===== src/design/assert_macros.svh =====
// Assertion macros shared by the line encoder modules.
`ifndef ASSERT_MACROS_SVH
`define ASSERT_MACROS_SVH

// Same-cycle implication, disabled while reset is asserted.
`define ASSERT_IMPL(label, clk, rst_n, ante, cons) \
    label: assert property (@(posedge clk) disable iff (!rst_n) (ante) |-> (cons)) \
        else $error("assertion failed");

// Next-cycle implication, disabled while reset is asserted.
`define ASSERT_NEXT(label, clk, rst_n, ante, cons) \
    label: assert property (@(posedge clk) disable iff (!rst_n) (ante) |=> (cons)) \
        else $error("assertion failed");

`endif


===== src/design/ble_pkg.sv =====
// Shared types and constants for the baseband line encoder.
`default_nettype none
package ble_pkg;

    localparam int DEFAULT_MAX_SPS = 64;

    localparam int MODE_W   = 2;
    localparam int AMP_W    = 15;
    localparam int SPS_W    = 7;
    localparam int PW_W     = 7;
    localparam int SAMPLE_W = 16;
    localparam int CFG_IDX_W  = 2;
    localparam int CFG_DATA_W = 15;

    typedef enum logic [MODE_W-1:0] {
        MODE_RZ   = 2'd0,
        MODE_NRZ  = 2'd1,
        MODE_AMI  = 2'd2,
        MODE_HDB3 = 2'd3
    } mode_t;

    typedef enum logic [CFG_IDX_W-1:0] {
        REG_MODE      = 2'd0,
        REG_AMPLITUDE = 2'd1,
        REG_SPS       = 2'd2,
        REG_PW        = 2'd3
    } cfg_reg_t;

    localparam mode_t            RST_MODE = MODE_NRZ;
    localparam logic [AMP_W-1:0] RST_AMP  = 15'd1000;
    localparam logic [SPS_W-1:0] RST_SPS  = 7'd8;
    localparam logic [PW_W-1:0]  RST_PW   = 7'd4;

endpackage
`default_nettype wire


===== src/design/ble_coder.sv =====
// Line coder: turns one data bit into a pulse level and keeps the AMI/HDB3 state.
`default_nettype none
`include "assert_macros.svh"
module ble_coder (
    input  wire logic                                clk,
    input  wire logic                                rst_n,
    input  wire logic                                accept,
    input  wire logic                                data_bit,
    input  ble_pkg::mode_t                           mode,
    input  wire logic [ble_pkg::AMP_W-1:0]           amplitude,
    output logic signed [ble_pkg::SAMPLE_W-1:0]      level
);
    import ble_pkg::*;

    localparam logic signed [1:0] SYM_POS  = 2'sb01;
    localparam logic signed [1:0] SYM_NEG  = 2'sb11;
    localparam logic signed [1:0] SYM_ZERO = 2'sb00;

    logic                nmn_reg, nmn_next;
    logic signed [1:0]   dc_reg, dc_next;
    logic [1:0]          zr_reg, zr_next;
    logic signed [1:0]   d0_reg, d1_reg, d2_reg;
    logic signed [1:0]   d0_next, d1_next, d2_next;

    logic signed [1:0]   pol;
    logic signed [1:0]   hdb3_sym;
    logic signed [1:0]   out_sym;
    logic signed [3:0]   dc_ext;
    logic signed [3:0]   pol_ext;
    logic signed [3:0]   dc_sum;
    logic signed [1:0]   dc_clamped;
    logic signed [SAMPLE_W-1:0] amp_pos;

    assign pol     = nmn_reg ? SYM_NEG : SYM_POS;
    assign dc_ext  = {{2{dc_reg[1]}}, dc_reg};
    assign pol_ext = {{2{pol[1]}}, pol};
    assign amp_pos = {1'b0, amplitude};

    // Saturate the running DC to -1..+1.
    always_comb
    begin
        if (dc_sum > 4'sd1)
        begin
            dc_clamped = SYM_POS;
        end
        else if (dc_sum < -4'sd1)
        begin
            dc_clamped = SYM_NEG;
        end
        else
        begin
            dc_clamped = dc_sum[1:0];
        end
    end

    // HDB3 coding of one bit through the three-symbol delay line.
    always_comb
    begin
        hdb3_sym = SYM_ZERO;
        dc_sum   = dc_ext;
        zr_next  = zr_reg;
        out_sym  = d0_reg;
        nmn_next = nmn_reg;
        if (data_bit)
        begin
            hdb3_sym = pol;
            nmn_next = !nmn_reg;
            dc_sum   = dc_ext + pol_ext;
            zr_next  = 2'd0;
        end
        else if (zr_reg == 2'd3)
        begin
            if (dc_reg != SYM_ZERO)
            begin
                // B00V: the oldest delayed zero becomes a balancing mark
                out_sym  = pol;
                hdb3_sym = pol;
                dc_sum   = dc_ext + {pol_ext[2:0], 1'b0};
                nmn_next = !nmn_reg;
            end
            else
            begin
                // 000V: violation of the last mark polarity
                hdb3_sym = -pol;
                dc_sum   = dc_ext - pol_ext;
            end
            zr_next = 2'd0;
        end
        else
        begin
            zr_next = zr_reg + 2'd1;
        end
        d0_next = d1_reg;
        d1_next = d2_reg;
        d2_next = hdb3_sym;
        dc_next = dc_clamped;
    end

    // Level for the current request, by mode.
    always_comb
    begin
        case (mode)
            MODE_RZ:
            begin
                level = data_bit ? amp_pos : '0;
            end
            MODE_NRZ:
            begin
                level = data_bit ? amp_pos : -amp_pos;
            end
            MODE_AMI:
            begin
                if (data_bit)
                begin
                    level = nmn_reg ? -amp_pos : amp_pos;
                end
                else
                begin
                    level = '0;
                end
            end
            MODE_HDB3:
            begin
                if (out_sym == SYM_POS)
                begin
                    level = amp_pos;
                end
                else if (out_sym == SYM_NEG)
                begin
                    level = -amp_pos;
                end
                else
                begin
                    level = '0;
                end
            end
            default:
            begin
                level = '0;
            end
        endcase
    end

    always_ff @(posedge clk or negedge rst_n)
    begin
        if (!rst_n)
        begin
            nmn_reg <= 1'b0;
            dc_reg  <= SYM_ZERO;
            zr_reg  <= 2'd0;
            d0_reg  <= SYM_ZERO;
            d1_reg  <= SYM_ZERO;
            d2_reg  <= SYM_ZERO;
        end
        else if (accept)
        begin
            if (mode == MODE_HDB3)
            begin
                nmn_reg <= nmn_next;
                dc_reg  <= dc_next;
                zr_reg  <= zr_next;
                d0_reg  <= d0_next;
                d1_reg  <= d1_next;
                d2_reg  <= d2_next;
            end
            else if (mode == MODE_AMI && data_bit)
            begin
                nmn_reg <= !nmn_reg;
            end
        end
    end

    // Ternary symbols never take the unused code.
    `ASSERT_IMPL(a_dc_ternary, clk, rst_n, 1'b1, dc_reg != 2'sb10)
    `ASSERT_IMPL(a_delay_ternary, clk, rst_n, 1'b1,
        d0_reg != 2'sb10 && d1_reg != 2'sb10 && d2_reg != 2'sb10)

endmodule
`default_nettype wire


===== src/design/ble_serializer.sv =====
// Symbol register and sample sequencer with a registered output stage.
`default_nettype none
`include "assert_macros.svh"
module ble_serializer #(
    parameter int MAX_SPS = ble_pkg::DEFAULT_MAX_SPS
) (
    input  wire logic                               clk,
    input  wire logic                               rst_n,
    input  wire logic                               load,
    input  wire logic signed [ble_pkg::SAMPLE_W-1:0] load_level,
    input  wire logic [$clog2(MAX_SPS+1)-1:0]       load_pw,
    input  wire logic [$clog2(MAX_SPS+1)-1:0]       load_n,
    output logic                                    load_ready,
    output logic                                    out_valid,
    input  wire logic                               out_ready,
    output logic signed [ble_pkg::SAMPLE_W-1:0]     sample,
    output logic                                    last_sample
);
    import ble_pkg::*;

    localparam int N_W = $clog2(MAX_SPS + 1);

    logic                       sym_valid_reg, sym_valid_next;
    logic signed [SAMPLE_W-1:0] level_reg;
    logic [N_W-1:0]             pw_reg;
    logic [N_W-1:0]             n_reg;
    logic [N_W-1:0]             cnt_reg, cnt_next;
    logic [N_W-1:0]             cnt_inc;
    logic                       out_valid_reg, out_valid_next;
    logic signed [SAMPLE_W-1:0] sample_reg;
    logic                       last_reg;
    logic                       emit;
    logic                       is_last;

    assign cnt_inc    = cnt_reg + N_W'(1);
    assign is_last    = (cnt_inc == n_reg);
    assign emit       = sym_valid_reg && (!out_valid_reg || out_ready);
    assign load_ready = !sym_valid_reg || (emit && is_last);

    always_comb
    begin
        sym_valid_next = sym_valid_reg;
        cnt_next       = cnt_reg;
        if (emit)
        begin
            if (is_last)
            begin
                sym_valid_next = 1'b0;
                cnt_next       = '0;
            end
            else
            begin
                cnt_next = cnt_inc;
            end
        end
        if (load)
        begin
            sym_valid_next = 1'b1;
            cnt_next       = '0;
        end
        out_valid_next = emit || (out_valid_reg && !out_ready);
    end

    always_ff @(posedge clk or negedge rst_n)
    begin
        if (!rst_n)
        begin
            sym_valid_reg <= 1'b0;
            cnt_reg       <= '0;
            out_valid_reg <= 1'b0;
        end
        else
        begin
            sym_valid_reg <= sym_valid_next;
            cnt_reg       <= cnt_next;
            out_valid_reg <= out_valid_next;
        end
    end

    always_ff @(posedge clk)
    begin
        if (load)
        begin
            level_reg <= load_level;
            pw_reg    <= load_pw;
            n_reg     <= load_n;
        end
        if (emit)
        begin
            sample_reg <= (cnt_reg < pw_reg) ? level_reg : '0;
            last_reg   <= is_last;
        end
    end

    assign out_valid   = out_valid_reg;
    assign sample      = sample_reg;
    assign last_sample = last_reg;

    `ASSERT_IMPL(a_cnt_in_symbol, clk, rst_n, sym_valid_reg, cnt_reg < n_reg)
    `ASSERT_NEXT(a_symbol_done, clk, rst_n, emit && is_last && !load, !sym_valid_reg)
    `ASSERT_NEXT(a_load_restarts, clk, rst_n, load, sym_valid_reg && cnt_reg == '0)

endmodule
`default_nettype wire


===== src/design/baseband_line_encoder.sv =====
// Top level of the baseband line encoder: configuration registers, coder and sequencer.
`default_nettype none
// Baseband line encoder. Each data_bit request becomes samples_per_symbol
// signed samples (one per cycle while out_ready is high, the final one
// flagged by last_sample) in one of four line codes: unipolar RZ, polar NRZ,
// bipolar AMI or HDB3. HDB3 output lags the input by three symbols because
// of its substitution delay line. An item passes through the combinational
// coder into the symbol register, and its samples then leave through the
// registered output stage. The symbol register takes the next bit in the
// cycle its last sample moves to the output register. samples_per_symbol is
// 8 after reset; zero acts as one, values above MAX_SPS act as MAX_SPS, and
// pulse_width saturates at the symbol length. Write configuration only while
// no symbol is in flight; the cfg port is always ready and an index selects
// mode, amplitude, samples_per_symbol or pulse_width in that order.
module baseband_line_encoder #(
    parameter int MAX_SPS = ble_pkg::DEFAULT_MAX_SPS
) (
    input  wire logic                                   clk,
    input  wire logic                                   rst_n,
    input  wire logic                                   in_valid,
    output logic                                        in_ready,
    input  wire logic                                   data_bit,
    output logic                                        out_valid,
    input  wire logic                                   out_ready,
    output logic signed [ble_pkg::SAMPLE_W-1:0]         sample,
    output logic                                        last_sample,
    input  wire logic                                   cfg_valid,
    output logic                                        cfg_ready,
    input  wire logic [ble_pkg::CFG_IDX_W-1:0]          cfg_index,
    input  wire logic [ble_pkg::CFG_DATA_W-1:0]         cfg_data
);
    import ble_pkg::*;

    localparam int N_W   = $clog2(MAX_SPS + 1);
    localparam int CMP_W = (N_W > SPS_W) ? N_W : SPS_W;

    mode_t              mode_reg;
    logic [AMP_W-1:0]   amp_reg;
    logic [SPS_W-1:0]   sps_reg;
    logic [PW_W-1:0]    pw_reg;

    logic               accept;
    logic               cfg_write;
    logic [CMP_W-1:0]   sps_ext;
    logic [CMP_W-1:0]   pw_ext;
    logic [CMP_W-1:0]   n_ext;
    logic [CMP_W-1:0]   pw_sat;
    logic [N_W-1:0]     n_eff;
    logic [N_W-1:0]     pw_eff;
    logic signed [SAMPLE_W-1:0] level;

    assign cfg_ready = 1'b1;
    assign cfg_write = cfg_valid && cfg_ready;
    assign accept    = in_valid && in_ready;

    // Configuration registers; hold between writes.
    always_ff @(posedge clk or negedge rst_n)
    begin
        if (!rst_n)
        begin
            mode_reg <= RST_MODE;
            amp_reg  <= RST_AMP;
            sps_reg  <= RST_SPS;
            pw_reg   <= RST_PW;
        end
        else if (cfg_write)
        begin
            case (cfg_reg_t'(cfg_index))
                REG_MODE:      mode_reg <= mode_t'(cfg_data[MODE_W-1:0]);
                REG_AMPLITUDE: amp_reg  <= cfg_data[AMP_W-1:0];
                REG_SPS:       sps_reg  <= cfg_data[SPS_W-1:0];
                REG_PW:        pw_reg   <= cfg_data[PW_W-1:0];
                default:       ;
            endcase
        end
    end

    // Effective symbol length and pulse width.
    assign sps_ext = CMP_W'(sps_reg);
    assign pw_ext  = CMP_W'(pw_reg);

    always_comb
    begin
        if (sps_ext == '0)
        begin
            n_ext = CMP_W'(1);
        end
        else if (sps_ext > CMP_W'(MAX_SPS))
        begin
            n_ext = CMP_W'(MAX_SPS);
        end
        else
        begin
            n_ext = sps_ext;
        end
        pw_sat = (pw_ext > n_ext) ? n_ext : pw_ext;
    end

    assign n_eff  = n_ext[N_W-1:0];
    // Only RZ shortens the pulse; every other code holds the level all symbol.
    assign pw_eff = (mode_reg == MODE_RZ) ? pw_sat[N_W-1:0] : n_eff;

    ble_coder u_coder (
        .clk       (clk),
        .rst_n     (rst_n),
        .accept    (accept),
        .data_bit  (data_bit),
        .mode      (mode_reg),
        .amplitude (amp_reg),
        .level     (level)
    );

    ble_serializer #(
        .MAX_SPS (MAX_SPS)
    ) u_serializer (
        .clk         (clk),
        .rst_n       (rst_n),
        .load        (accept),
        .load_level  (level),
        .load_pw     (pw_eff),
        .load_n      (n_eff),
        .load_ready  (in_ready),
        .out_valid   (out_valid),
        .out_ready   (out_ready),
        .sample      (sample),
        .last_sample (last_sample)
    );

endmodule
`default_nettype wire


===== config.mk =====
export PLATFORM = sky130hd
export DESIGN_NAME = baseband_line_encoder
export DESIGN_NICKNAME = d
export VERILOG_FILES = /design/src/design/ble_pkg.sv /design/src/design/ble_coder.sv /design/src/design/ble_serializer.sv /design/src/design/baseband_line_encoder.sv
export VERILOG_INCLUDE_DIRS = /design/src /design/src/design
export SDC_FILE = /design/constraint.sdc
export NUM_CORES = 1
export LEC_CHECK = 0
export BUFFER_PORTS_ARGS = -buffer_cell sky130_fd_sc_hd__buf_2
export CORE_MARGIN = 8
export CORE_UTILIZATION = 55
export CTS_CLUSTER_SIZE = 14
export DETAILED_ROUTE_END_ITERATION = 6
export PLACE_DENSITY = 0.81
export SYNTH_ARGS = -nofsm -noshare
export SYNTH_HDL_FRONTEND = slang
export SYNTH_SLANG_ARGS = --single-unit
export TNS_END_PERCENT = 30

===== constraint.sdc =====
create_clock -name clk -period 6.45 [get_ports clk]
set_input_delay 1.29 -clock clk [delete_from_list [all_inputs] [get_ports clk]]
set_output_delay 1.29 -clock clk [all_outputs]
set_load 0.03 [all_outputs]

; ---- Word level (Yosys, flattened, before mapping)
; Index checks and enable logic that the tools add are counted.
; W data, S select, Z words.
[word_totals]
regBits = 98
latchBits = 0
ramBits = 0
mem_bits_ro = 0
input_bits = 23
out_inout_bits = 20
wordCells = 104
mem_count = 0
[classes]
n_addsub = 7
multipliers = 0
div_mod_pow = 0
order_cmp = 5
n_eq_ne = 12
n_shift = 0
n_mux = 36
bitwise_logic = 0
reduce_logical = 26
[op_table]
columns = operator, n
row1 = $mux W16, 5
row2 = $pmux W16 S4, 1
row3 = $mux W7, 7
row4 = $mux W2, 11
row5 = $neg A15 Y16, 1
row6 = $mux W15, 1
row7 = $eq A2 B2 Y1 const B, 6
row8 = $mux W4, 3
row9 = $reduce_and A2 Y1, 6
row10 = $mux W1, 8
row11 = $reduce_bool A2 Y1, 4
row12 = $add A7 B1 Y7 const B, 1
row13 = $eq A7 B7 Y1, 1
row14 = $gt A7 B7 Y1, 1
row15 = $gt A7 B7 Y1 const B, 1
row16 = $logic_not A7 Y1, 1
row17 = $lt A7 B7 Y1, 1
row18 = $eq A2 B1 Y1 const B, 3
row19 = $ne A3 B2 Y1 const B, 2
row20 = $logic_and A1 B1 Y1, 5
row21 = $add A2 B3 Y4, 1
row22 = $gt A4 B2 Y1 const B, 1
row23 = $logic_not A1 Y1, 4
row24 = $logic_not A2 Y1, 2
row25 = 7 further kinds, 9

; ---- Logic depth before layout (Yosys ltp)
; Gate-level depths: netlist of the first run.
[logic_depth]
depth_word = 8
depth_mapped = 11
mapped_depth_nobuf = 11

; ---- By module
; A second synthesis of the first run with hierarchy kept.
[hier_totals]
cells_unflattened = 495
area_unflattened_um2 = 5412.7
[modules_own_cells]
columns = mod, instances, cells_each, area_each_um2, seq_area_each_um2
row1 = ble_serializer, 1, 155, 2309.7, 1636.6
row2 = ble_coder, 1, 226, 1605.3, 275.3
row3 = baseband_line_encoder, 1, 114, 1497.7, 787.0

; ---- Worst setup path before layout of the first run
; No wires, ideal clock.
[synth_timing]
path_kind = input -> register
start = input port out_ready
end = register u_coder.nmn_reg
setup_ns = 0.131
arrival_time_ns = 3.218
required_ns = 6.319
path_slack_ns = 3.101
path_stages = 5
path_buffers = 0
cell_sequence = nor2b_1 o41ai_4 and2_1 nand3_1 xnor2_1
[synth_via]
elab_chain_len = 6
[synth_lines]
columns = item, line
row1 = from (decl), baseband_line_encoder.sv:24  ; input wire logic out_ready,
row2 = $logic_or A1 B1 Y1, ble_serializer.sv:37  ; assign emit = sym_valid_reg && (!out_valid_reg || out_ready);
row3 = $logic_and A1 B1 Y1, ble_serializer.sv:37
row4 = $logic_and A1 B1 Y1, ble_serializer.sv:38  ; assign load_ready = !sym_valid_reg || (emit && is_last);
row5 = $logic_or A1 B1 Y1, ble_serializer.sv:38
row6 = named net in_ready, baseband_line_encoder.sv:21  ; output logic in_ready,
row7 = $logic_and A1 B1 Y1, baseband_line_encoder.sv:54  ; assign accept = in_valid && in_ready;
row8 = named net accept, baseband_line_encoder.sv:42  ; logic accept;
row9 = $reduce_and A4 Y1 (no source line), --
row10 = to (signal assigned), ble_coder.sv:159  ; nmn_reg <= nmn_next;
row11 = to (signal assigned), ble_coder.sv:168  ; nmn_reg <= !nmn_reg;
row12 = to (decl), ble_coder.sv:19  ; logic nmn_reg, nmn_next;
; The timed path passes the listed nets, and every way through them passes these cells.
; A chain may end at the register's enable or synchronous reset.

; ---- Worst setup path after layout of the first run
[layout_timing]
start = register u_serializer.cnt_reg[0]
end = output port in_ready
[layout_via]
elab_chain_len = 4
[layout_lines]
columns = item, line
row1 = from (decl), ble_serializer.sv:27  ; logic [N_W-1:0] cnt_reg, cnt_next;
row2 = from (signal assigned), ble_serializer.sv:75  ; cnt_reg <= cnt_next;
row3 = $add A7 B1 Y7, ble_serializer.sv:35  ; assign cnt_inc = cnt_reg + N_W'(1);
row4 = $eq A7 B7 Y1, ble_serializer.sv:36  ; assign is_last = (cnt_inc == n_reg);
row5 = $logic_and A1 B1 Y1, ble_serializer.sv:38
row6 = $logic_or A1 B1 Y1, ble_serializer.sv:38
row7 = to (decl), baseband_line_encoder.sv:21
; No other way between the ends.

==> impl_metrics.yaml, run 1 <==
outcome:
  status: "finished, final reports clean"
pwr:
  ir_drop_mv: 0.132
  internal-power_uw: 1140
  p_seq_frac: 0.499
  p_leak_uw: 0.00245
  swShare: 0.334
  combPwrFrac: 0.261
  switchingPower_uw: 572
  finalPower_uw: 1710
  p_clk_frac: 0.241
  p_per_area_nw_per_um2: 292
logic_synthesis:
  ys_seq_area_frac: 0.505
  syn_area_um2: 5350
  synthDistinctLibCells: 59
  syn_nets: 528
  ys_async_sr_fraction: 0.520
  synth_edf_count: 47
  ys_ff_latch: 98
  syn_area_per_cell_um2: 11.0
  syn_inst: 484
  yosysWarnings: 0
  synth_flop_cell: "edfxtp_1"
setup_path:
  crit_type: "reg -> out"
  rr_worst_depth: 9
  endpoint_kind: "output port"
  required_ps: 5160
  reg2reg_to: "u_coder.nmn_reg$_DFFE_PN0P_"
  startpoint: "u_serializer.cnt_reg[0]$_DFFE_PN0P_"
  critical_path.startpoint_type: "flop"
  critPathMaxFanout: 7
  endpoint: "in_ready"
  critical_path_arrival_ps: 2460
  rr_startpoint: "u_serializer.cnt_reg[0]$_DFFE_PN0P_"
  r2r_setup_slack_ps: 3650
timing:
  tightest_slew_ps: 783
  finalMaxSlewViolations: 0
  worst_clock_skew_ps: 20.4
  setup_viol: 0
  finalHoldViolations: 0
  fmax_mhz: 266
  finalSetupTns_ps: 0
  period_minus_slack_ps: 3750
  max-slew-margin-rel: 0.477
  post-route-period-util: 0.582
  rsz0062_at_grt: "no"
grt:
  track_usage: 0.166
  met1_usage: 0.215
  grtUsageMet3: 0.0464
  grt_overflow: 0
  grt_busiest_layer: "met2"
  antenna_found_initial: 0
  grt_pass1_wl_mm: 17.4
  grt_pass1_vias: 3627
  grt_use_met2: 0.258
  grt_max_degree: 52
floorplan:
  ios: 43
  die_w_um: 115
  dieArea_um2: 13100
  die_h_um: 115
  core_area_um2: 9590
  start_util: 0.557
  std_cell_rows: 36
place:
  gp_congestion: 0.893
  portBuffers: 41
  dp_cells: 640
  place_hpwl_mm: 7.73
cells_and_area:
  area_delta_synth_final_pct: 9.34
  stdcell_count: 656
  layout-drive-gt1-share: 0.237
  nets: 562
  antenna_cells: 0
route:
  drt_iter0_markers: 221
  wire_per_inst_um: 16.1
  drc: 0
  antenna_left: 0
  via_per_inst: 5.77
  drt-total-wl_mm: 10.5
  drt-pass1-iter-count: 5
  vias: 3788
run:
  drv_cap: 0
clock_network:
  cts_num_sinks: 98
  cts_hold_buffers: 0
  cts_tree: "yes"
  htree_num_levels: 3
  clk_pin_slew_ps: 90
  cts_resized: 0
  ctsLongestPathBuffers: 2
  root_buffer: "clkbuf_8"
  numCtsBuffers: 9
  cts_setup_buffers: 0
  clock_latency_ps: 370
worst_hold_path:
  hp-class: "reg -> reg"
  min_from: "mode_reg[1]$_DFFE_PN0P_"
  hold_path_depth: 1
-- logic make-up (layout without fill, tap and decap cells) --
group,Yosys count,in the layout,share of synthesized area
xor gates and xnor gates,14,14,0.0229
adders and majority gates,21,21,0.0533
and+or+nand+nor,132,132,0.130
muxes,48,48,0.104
AOI/OAI and AO/OA,123,123,0.146
DFF,98,98,0.505
buffers and inverters,47,86,0.0379
other,1,1,0.000701
-- through the flow --
step	hold slack [ps]	setup WS, ps	util	cell area [um2]
finish	521	2700	0.609	5850
global route	544	2600	0.609	5850
CTS	525	2690	0.609	5850
detailed placement	501	2840	0.588	5640
global placement	488	2920	0.588	5640
floorplan	476	3100	-	5350
-- worst max-delay path, stage by stage (launching register included) --
cell	delay, ps
dfrtp_1	460
ha_1	270
and3_1	190
a31oi_1	200
o2111ai_1	260
o41ai_4	440
buf_2	280
-- placed cells by master, fill, tap and decap left out, types with 5 or more instances in the layout --
master and n:
edfxtp_1 47, dfrtp_1 42, dfstp_2 9, xnor2_1 10, ha_1 18, buf_2 41
a31oi_1 9, inv_1 24, a21oi_1 35, and2_1 18, or3_1 5, o21ai_0 32
nor2b_1 5, nand2b_1 6, nand2_1 30, mux2_2 40, mux2_4 5, clkbuf_8 9
nand3_1 12, a21o_1 8, nor3_1 9, nor2_1 22, a22o_1 7
-- how the worst min path moves through the flow --
stage                                                      end  slack [ps]
final                                  mode_reg[1]$_DFFE_PN0P_         520
after global routing            u_coder.d0_next[1]$_DFFE_PN0P_         540
after CTS                       u_coder.d0_next[1]$_DFFE_PN0P_         530
after detailed placement  u_serializer.sample[0]$_SDFFCE_PP0P_         500
after global placement          u_coder.d0_next[1]$_DFFE_PN0P_         490
after floorplan                 u_coder.d0_next[0]$_DFFE_PN0P_         480
-- Yosys cell counts, drive strengths merged (3+ instances only) --
master  count  area, um2
a211o       4       35.0
a21o        8       60.1
a21oi      35        175
a22o        7       61.3
a31oi       9       56.3
and2       18        113
and3        3       18.8
buf         6       48.8
clkbuf     16       60.1
dfrtp      42       1050
dfstp       9        236
edfxtp     47       1410
fa          3       60.1
ha         18        225
inv        24       90.1
mux2       45        526
mux2i       3       30.0
nand2      30        113
nand2b      6       37.5
nand3      12       60.1
nand3b      3       22.5
nand4       3       18.8
nor2       22       82.6
nor2b       5       31.3
nor3       11       65.1
nor4        3       18.8
o211ai      3       22.5
o21ai      34        170
o22ai       4       25.0
or2         4       25.0
or3         5       31.3
xnor2      10       87.6
xor2        4       35.0
-- power groups by stage --
| stage | sequential (uW) | clock (uW) | combinational [uW] |
|---|---|---|---|
| 2_1_floorplan | 830 | 0 | 359 |
| 3_3_place_gp | 860 | 0 | 426 |
| 3_5_place_dp | 864 | 0 | 442 |
| 4_1_cts | 851 | 418 | 445 |
| 5_1_grt | 867 | 444 | 495 |
| 6_report | 853 | 412 | 445 |
-- layer usage --
layer,up-vias,wire length [um]
met5,-,0
met4,0,165
met3,15,783
met2,118,4850
met1,1814,4750
li1,1841,-
-- cell type report --
cell class	instances	area (um2)
multi-input combinational	339	2450
clock inverter	7	82.6
timing repair buffer	45	235
sequential	98	2700
tap	133	166
fill	826	3750
inverter	25	93.8
clock buffer	9	124
No activity file was read; power rests on OpenSTA's default activity.
==> run 2: changes to the inputs <==
--- a/config.mk
+++ b/config.mk
@@ -8,10 +8,10 @@
 export LEC_CHECK = 0
 export BUFFER_PORTS_ARGS = -buffer_cell sky130_fd_sc_hd__buf_2
 export CORE_MARGIN = 8
-export CORE_UTILIZATION = 55
+export CORE_UTILIZATION = 54
 export CTS_CLUSTER_SIZE = 14
 export DETAILED_ROUTE_END_ITERATION = 6
-export PLACE_DENSITY = 0.81
+export PLACE_DENSITY = 0.83
 export SYNTH_ARGS = -nofsm -noshare
 export SYNTH_HDL_FRONTEND = slang
 export SYNTH_SLANG_ARGS = --single-unit
==> constraint.sdc (replaced) <==
create_clock -name clk -period 3.3 [get_ports clk]
set_input_delay 0.66 -clock clk [delete_from_list [all_inputs] [get_ports clk]]
set_output_delay 0.66 -clock clk [all_outputs]
set_load 0.03 [all_outputs]
==> run 2 against run 1 <==
Non-clock buffer count grew 6. Final area grew 0.96%. Via count grew 1.8%. Global-route usage grew 0.98 points.
==> impl_metrics.yaml, run 2 (synthesis results as in run 1) <==
route:
  drt-total-wl_mm: 11.1
  wire_per_inst_um: 16.8
  drt_iter0_markers: 436
  drt-pass1-iter-count: 5
  via_per_inst: 5.83
  antenna_left: 0
  drc: 0
  vias: 3857
timing:
  period_minus_slack_ps: 3140
  setup_viol: 0
  finalHoldViolations: 0
  finalMaxSlewViolations: 0
  max-slew-margin-rel: 0.202
  tightest_slew_ps: 1200
  rsz0062_at_grt: "no"
  finalSetupTns_ps: 0
  worst_clock_skew_ps: 23.3
  post-route-period-util: 0.951
  fmax_mhz: 319
setup_path:
  critical_path.startpoint_type: "flop"
  critical_path_arrival_ps: 2480
  rr_startpoint: "u_serializer.cnt_reg[0]$_DFFE_PN0P_"
  cp_top_family: "compound AO/OA/AOI/OAI gates"
  r2r_setup_slack_ps: 560
  rr_worst_depth: 8
  crit_path_top_delay_cell: "dfrtp_1"
  endpoint_kind: "output port"
  reg2reg_to: "u_coder.dc_reg[0]$_DFFE_PN0P_"
  cp_cell_sequence: "ha_1 -> and3_1 -> a31oi_1 -> o2111ai_1 -> o41ai_4 -> buf_2"
  crit_type: "reg -> out"
  critical-path-max-stage-delay_ps: 480
  critPathMaxFanout: 7
  required_ps: 2640
  crit_buf_inv: 1
  path_depth: 6
floorplan:
  die_w_um: 116
  die_h_um: 116
  core_area_um2: 9680
  start_util: 0.552
  dieArea_um2: 13300
  ios: 43
  std_cell_rows: 36
cells_and_area:
  finalCoreUtilization: 0.610
  final_common_cell: "edfxtp_1"
  area_delta_synth_final_pct: 10.4
  n_fill_cell: 785
  nets: 568
  layout-drive-gt1-share: 0.244
  design_area_um2: 5900
  antenna_cells: 0
  final_cell_mix: "edfxtp_1 (47), dfrtp_1 (42), buf_2 (41)"
place:
  gp_congestion: 0.964
  place_area_um2: 5690
  portBuffers: 41
  place_hpwl_mm: 8.07
clock_network:
  cts_resized: 0
  root_buffer: "clkbuf_8"
  cts_setup_buffers: 0
  numCtsBuffers: 9
  clock_latency_ps: 370
  cts_num_sinks: 98
  clk_pin_slew_ps: 90
  ctsLongestPathBuffers: 2
  cts_hold_buffers: 0
  cts_tree: "yes"
  htree_num_levels: 3
pwr:
  swShare: 0.324
  switchingPower_uw: 1100
  combPwrFrac: 0.263
  p_seq_frac: 0.488
  p_leak_uw: 0.00248
  ir_drop_mv: 0.284
  p_per_area_nw_per_um2: 577
  p_clk_frac: 0.249
  internal-power_uw: 2300
grt:
  grt_max_degree: 51
  grt_pass1_vias: 3849
  grt_pass1_wl_mm: 18.5
  antenna_found_initial: 0
  track_usage: 0.176
  grt_overflow: 0
worst_hold_path:
  holdPathEnd: "u_coder.d0_next[1]$_DFFE_PN0P_"
  hp-class: "reg -> reg"
  min_from: "u_coder.d1_next[1]$_DFFE_PN0P_"
  hold_path_depth: 1
outcome:
  status: "finished, final reports clean"
run:
  drv_cap: 0
-- run 2: changes by cell type in the layout (fill, tap and decap cells not counted), sizes merged --
cell,delta
clkbuf,+1
inv,-3
clkinvlp,+1
buf,+6
bufinv,+1
-- run 2: cell type report --
type	instances	area, um2	share of cell area
tap	133	166	0.0282
inverter	25	93.8	0.0159
sequential	98	2700	0.457
multi-input combinational	339	2450	0.414
clock inverter	6	90.1	0.0153
timing repair buffer	51	280	0.0475
clock buffer	10	128	0.0216
-- run 2: power by group through the flow --
stage	registers [uW]	logic (uW)	clock network (uW)
floorplan	1620	702	0
global placement	1670	852	0
detailed placement	1680	889	0
CTS	1660	896	871
global route	1690	1000	917
finish	1660	895	849
-- run 2: worst max path at each step --
stage                                              from                                   end  slack (ps)
global route        u_serializer.cnt_reg[0]$_DFFE_PN0P_                              in_ready          70
global placement                               data_bit  u_serializer.level_reg[11]$_DFFE_PP_         680
finish              u_serializer.cnt_reg[0]$_DFFE_PN0P_                              in_ready         160
CTS                 u_serializer.cnt_reg[0]$_DFFE_PN0P_                              in_ready         180
detailed placement  u_serializer.cnt_reg[0]$_DFFE_PN0P_                              in_ready         590
floorplan           u_serializer.cnt_reg[0]$_DFFE_PN0P_           u_coder.nmn_reg$_DFFE_PN0P_         160
-- run 2: stage by stage --
step	setup WS (ps)	hold WS (ps)	power (uW)	cells
after floorplan	164	364	2320	484
after global placement	680	495	2520	646
after detailed placement	589	498	2570	646
after CTS	175	507	3420	662
after global routing	65.3	515	3600	662
final	161	517	3410	662
-- run 2: layer usage --
metal  wire (um)  GRT usage
met5           0          0
met2        5310      0.281
met4         168     0.0762
met1        4690      0.223
met3         961     0.0438
==> run 3: changes to the inputs <==
--- a/config.mk
+++ b/config.mk
@@ -8,10 +8,10 @@
 export LEC_CHECK = 0
 export BUFFER_PORTS_ARGS = -buffer_cell sky130_fd_sc_hd__buf_2
 export CORE_MARGIN = 8
-export CORE_UTILIZATION = 54
+export CORE_UTILIZATION = 55
 export CTS_CLUSTER_SIZE = 14
 export DETAILED_ROUTE_END_ITERATION = 6
-export PLACE_DENSITY = 0.83
+export PLACE_DENSITY = 0.81
 export SYNTH_ARGS = -nofsm -noshare
 export SYNTH_HDL_FRONTEND = slang
 export SYNTH_SLANG_ARGS = --single-unit
==> constraint.sdc (replaced) <==
create_clock -name clk -period 3.6 [get_ports clk]
set_input_delay 0.72 -clock clk [delete_from_list [all_inputs] [get_ports clk]]
set_output_delay 0.72 -clock clk [all_outputs]
set_load 0.03 [all_outputs]
==> run 3 against run 2 <==
Non-clock buffer count down 5. Flip-flop and latch count is the same. Register-to-register slack improved by 310 ps. Worst hold slack lost 83 ps. Clock power fell by 23%. First-iteration DRC count shrank 49%. Wire length shrank 2.4%. Worst setup slack gained 360 ps. Largest power group unchanged.
==> impl_metrics.yaml, run 3 (synthesis results as in run 1) <==
timing:
  period_minus_slack_ps: 3080
  post-route-period-util: 0.856
  rsz0062_at_grt: "no"
  setup_viol: 0
  finalMaxSlewViolations: 0
  finalHoldViolations: 0
  max-slew-margin-rel: 0.463
  finalWorstSetupSlack_ps: 519
  tightest_slew_ps: 804
  finalSetupTns_ps: 0
  fmax_mhz: 325
  worst_clock_skew_ps: 10.4
cells_and_area:
  area_delta_synth_final_pct: 8.89
  nets: 563
  finalCoreUtilization: 0.607
  antenna_cells: 0
  final_common_cell: "edfxtp_1"
  final_cell_mix: "edfxtp_1 (47), dfrtp_1 (42), buf_2 (41)"
  n_fill_cell: 806
  layout-drive-gt1-share: 0.237
floorplan:
  die_w_um: 115
  start_util: 0.557
  die_h_um: 115
  std_cell_rows: 36
  core_area_um2: 9590
  ios: 43
  dieArea_um2: 13100
route:
  wire_per_inst_um: 16.5
  vias: 3844
  antenna_left: 0
  drt-total-wl_mm: 10.9
  drt-pass1-iter-count: 5
  drc: 0
  via_per_inst: 5.85
  drt_iter0_markers: 222
setup_path:
  critical_path.startpoint_type: "flop"
  crit_path_top_delay_cell: "dfrtp_1"
  cp_cell_sequence: "ha_1 -> and3_1 -> a31oi_1 -> o2111ai_1 -> o41ai_4 -> buf_2"
  critical_path_arrival_ps: 2360
  critical-path-max-stage-delay_ps: 470
  critPathMaxFanout: 7
  rr_startpoint: "u_coder.zr_reg[0]$_DFFE_PN0P_"
  crit_type: "reg -> out"
  required_ps: 2880
  endpoint_kind: "output port"
  startpoint: "u_serializer.cnt_reg[0]$_DFFE_PN0P_"
grt:
  grt_pass1_vias: 3807
  grt_overflow: 0
  grt_max_degree: 37
  track_usage: 0.174
  grt_pass1_wl_mm: 18.2
  antenna_found_initial: 0
clock_network:
  clk_pin_slew_ps: 100
  cts_setup_buffers: 0
  clock_latency_ps: 370
  root_buffer: "clkbuf_8"
  cts_resized: 0
  ctsLongestPathBuffers: 2
  cts_hold_buffers: 0
  cts_tree: "yes"
  numCtsBuffers: 9
  cts_num_sinks: 98
  htree_num_levels: 3
worst_hold_path:
  hp-class: "in -> async"
place:
  place_hpwl_mm: 7.91
  portBuffers: 41
  pre_cts_ws_ps: 692
  gp_congestion: 0.937
pwr:
  p_leak_uw: 0.00244
  finalPower_uw: 2990
  p_per_area_nw_per_um2: 513
  ir_drop_mv: 0.180
run:
  drv_cap: 0
outcome:
  status: "finished, final reports clean"
## run 3: changes by cell type in the layout (fill, tap and decap cells not counted), sizes merged
cell / change
clkinv: +1
inv: +2
clkbuf: -1
buf: -5
bufinv: -2
## run 3: metrics by stage
stage               hold slack, ps  cells  instance area, um2
floorplan                      424    484                5350
global placement               488    641                5650
detailed placement             496    641                5650
CTS                            445    657                5820
global route                   482    657                5820
finish                         434    657                5820
## run 3: area by class of cell
cell class,count,area [um2],area share
clock inverters,7,51.3,0.00881
clock buffers,9,124,0.0213
well taps,133,166,0.0286
inverters,25,93.8,0.0161
multi-input cells,339,2450,0.420
flip-flops and latches,98,2700,0.463
repair buffers,46,243,0.0417
## run 3: path summary, 6_finish.rpt
kind,end,slack (ps),depth (start not counted)
min in group clk,u_serializer.sample[5]$_SDFFCE_PP0P_,530,1
worst max register to register,u_serializer.level_reg[12]$_DFFE_PP_,870,8
worst min-delay path,amp_reg[0]$_DFFE_PN0P_,430,1
worst min register to register,u_serializer.sample[5]$_SDFFCE_PP0P_,530,1
max in group asynchronous,amp_reg[7]$_DFFE_PN1P_,2380,2
worst max-delay path,in_ready,520,6
## run 3: per-layer routing
layer	wire (um)	global-route usage
met1	4960	0.228
met2	5070	0.275
met3	634	0.0374
met4	189	0.0674
met5	0	0
## run 3: critical path: cells and delay by family (launching register included)
family | cells | cell delay (ps)
AO/OA/AOI/OAI | 3 | 800
adder cells (fa/ha/maj) | 1 | 270
buffers and inverters | 1 | 270
flip-flops | 1 | 470
AND/OR/NAND/NOR | 1 | 180
## run 3: power by group
part	switching (uW)	total [uW]	leakage, uW	internal (uW)
registers	197	1540	0.00105	1340
logic	433	799	0.00130	366
clock network	394	650	0.0000880	256
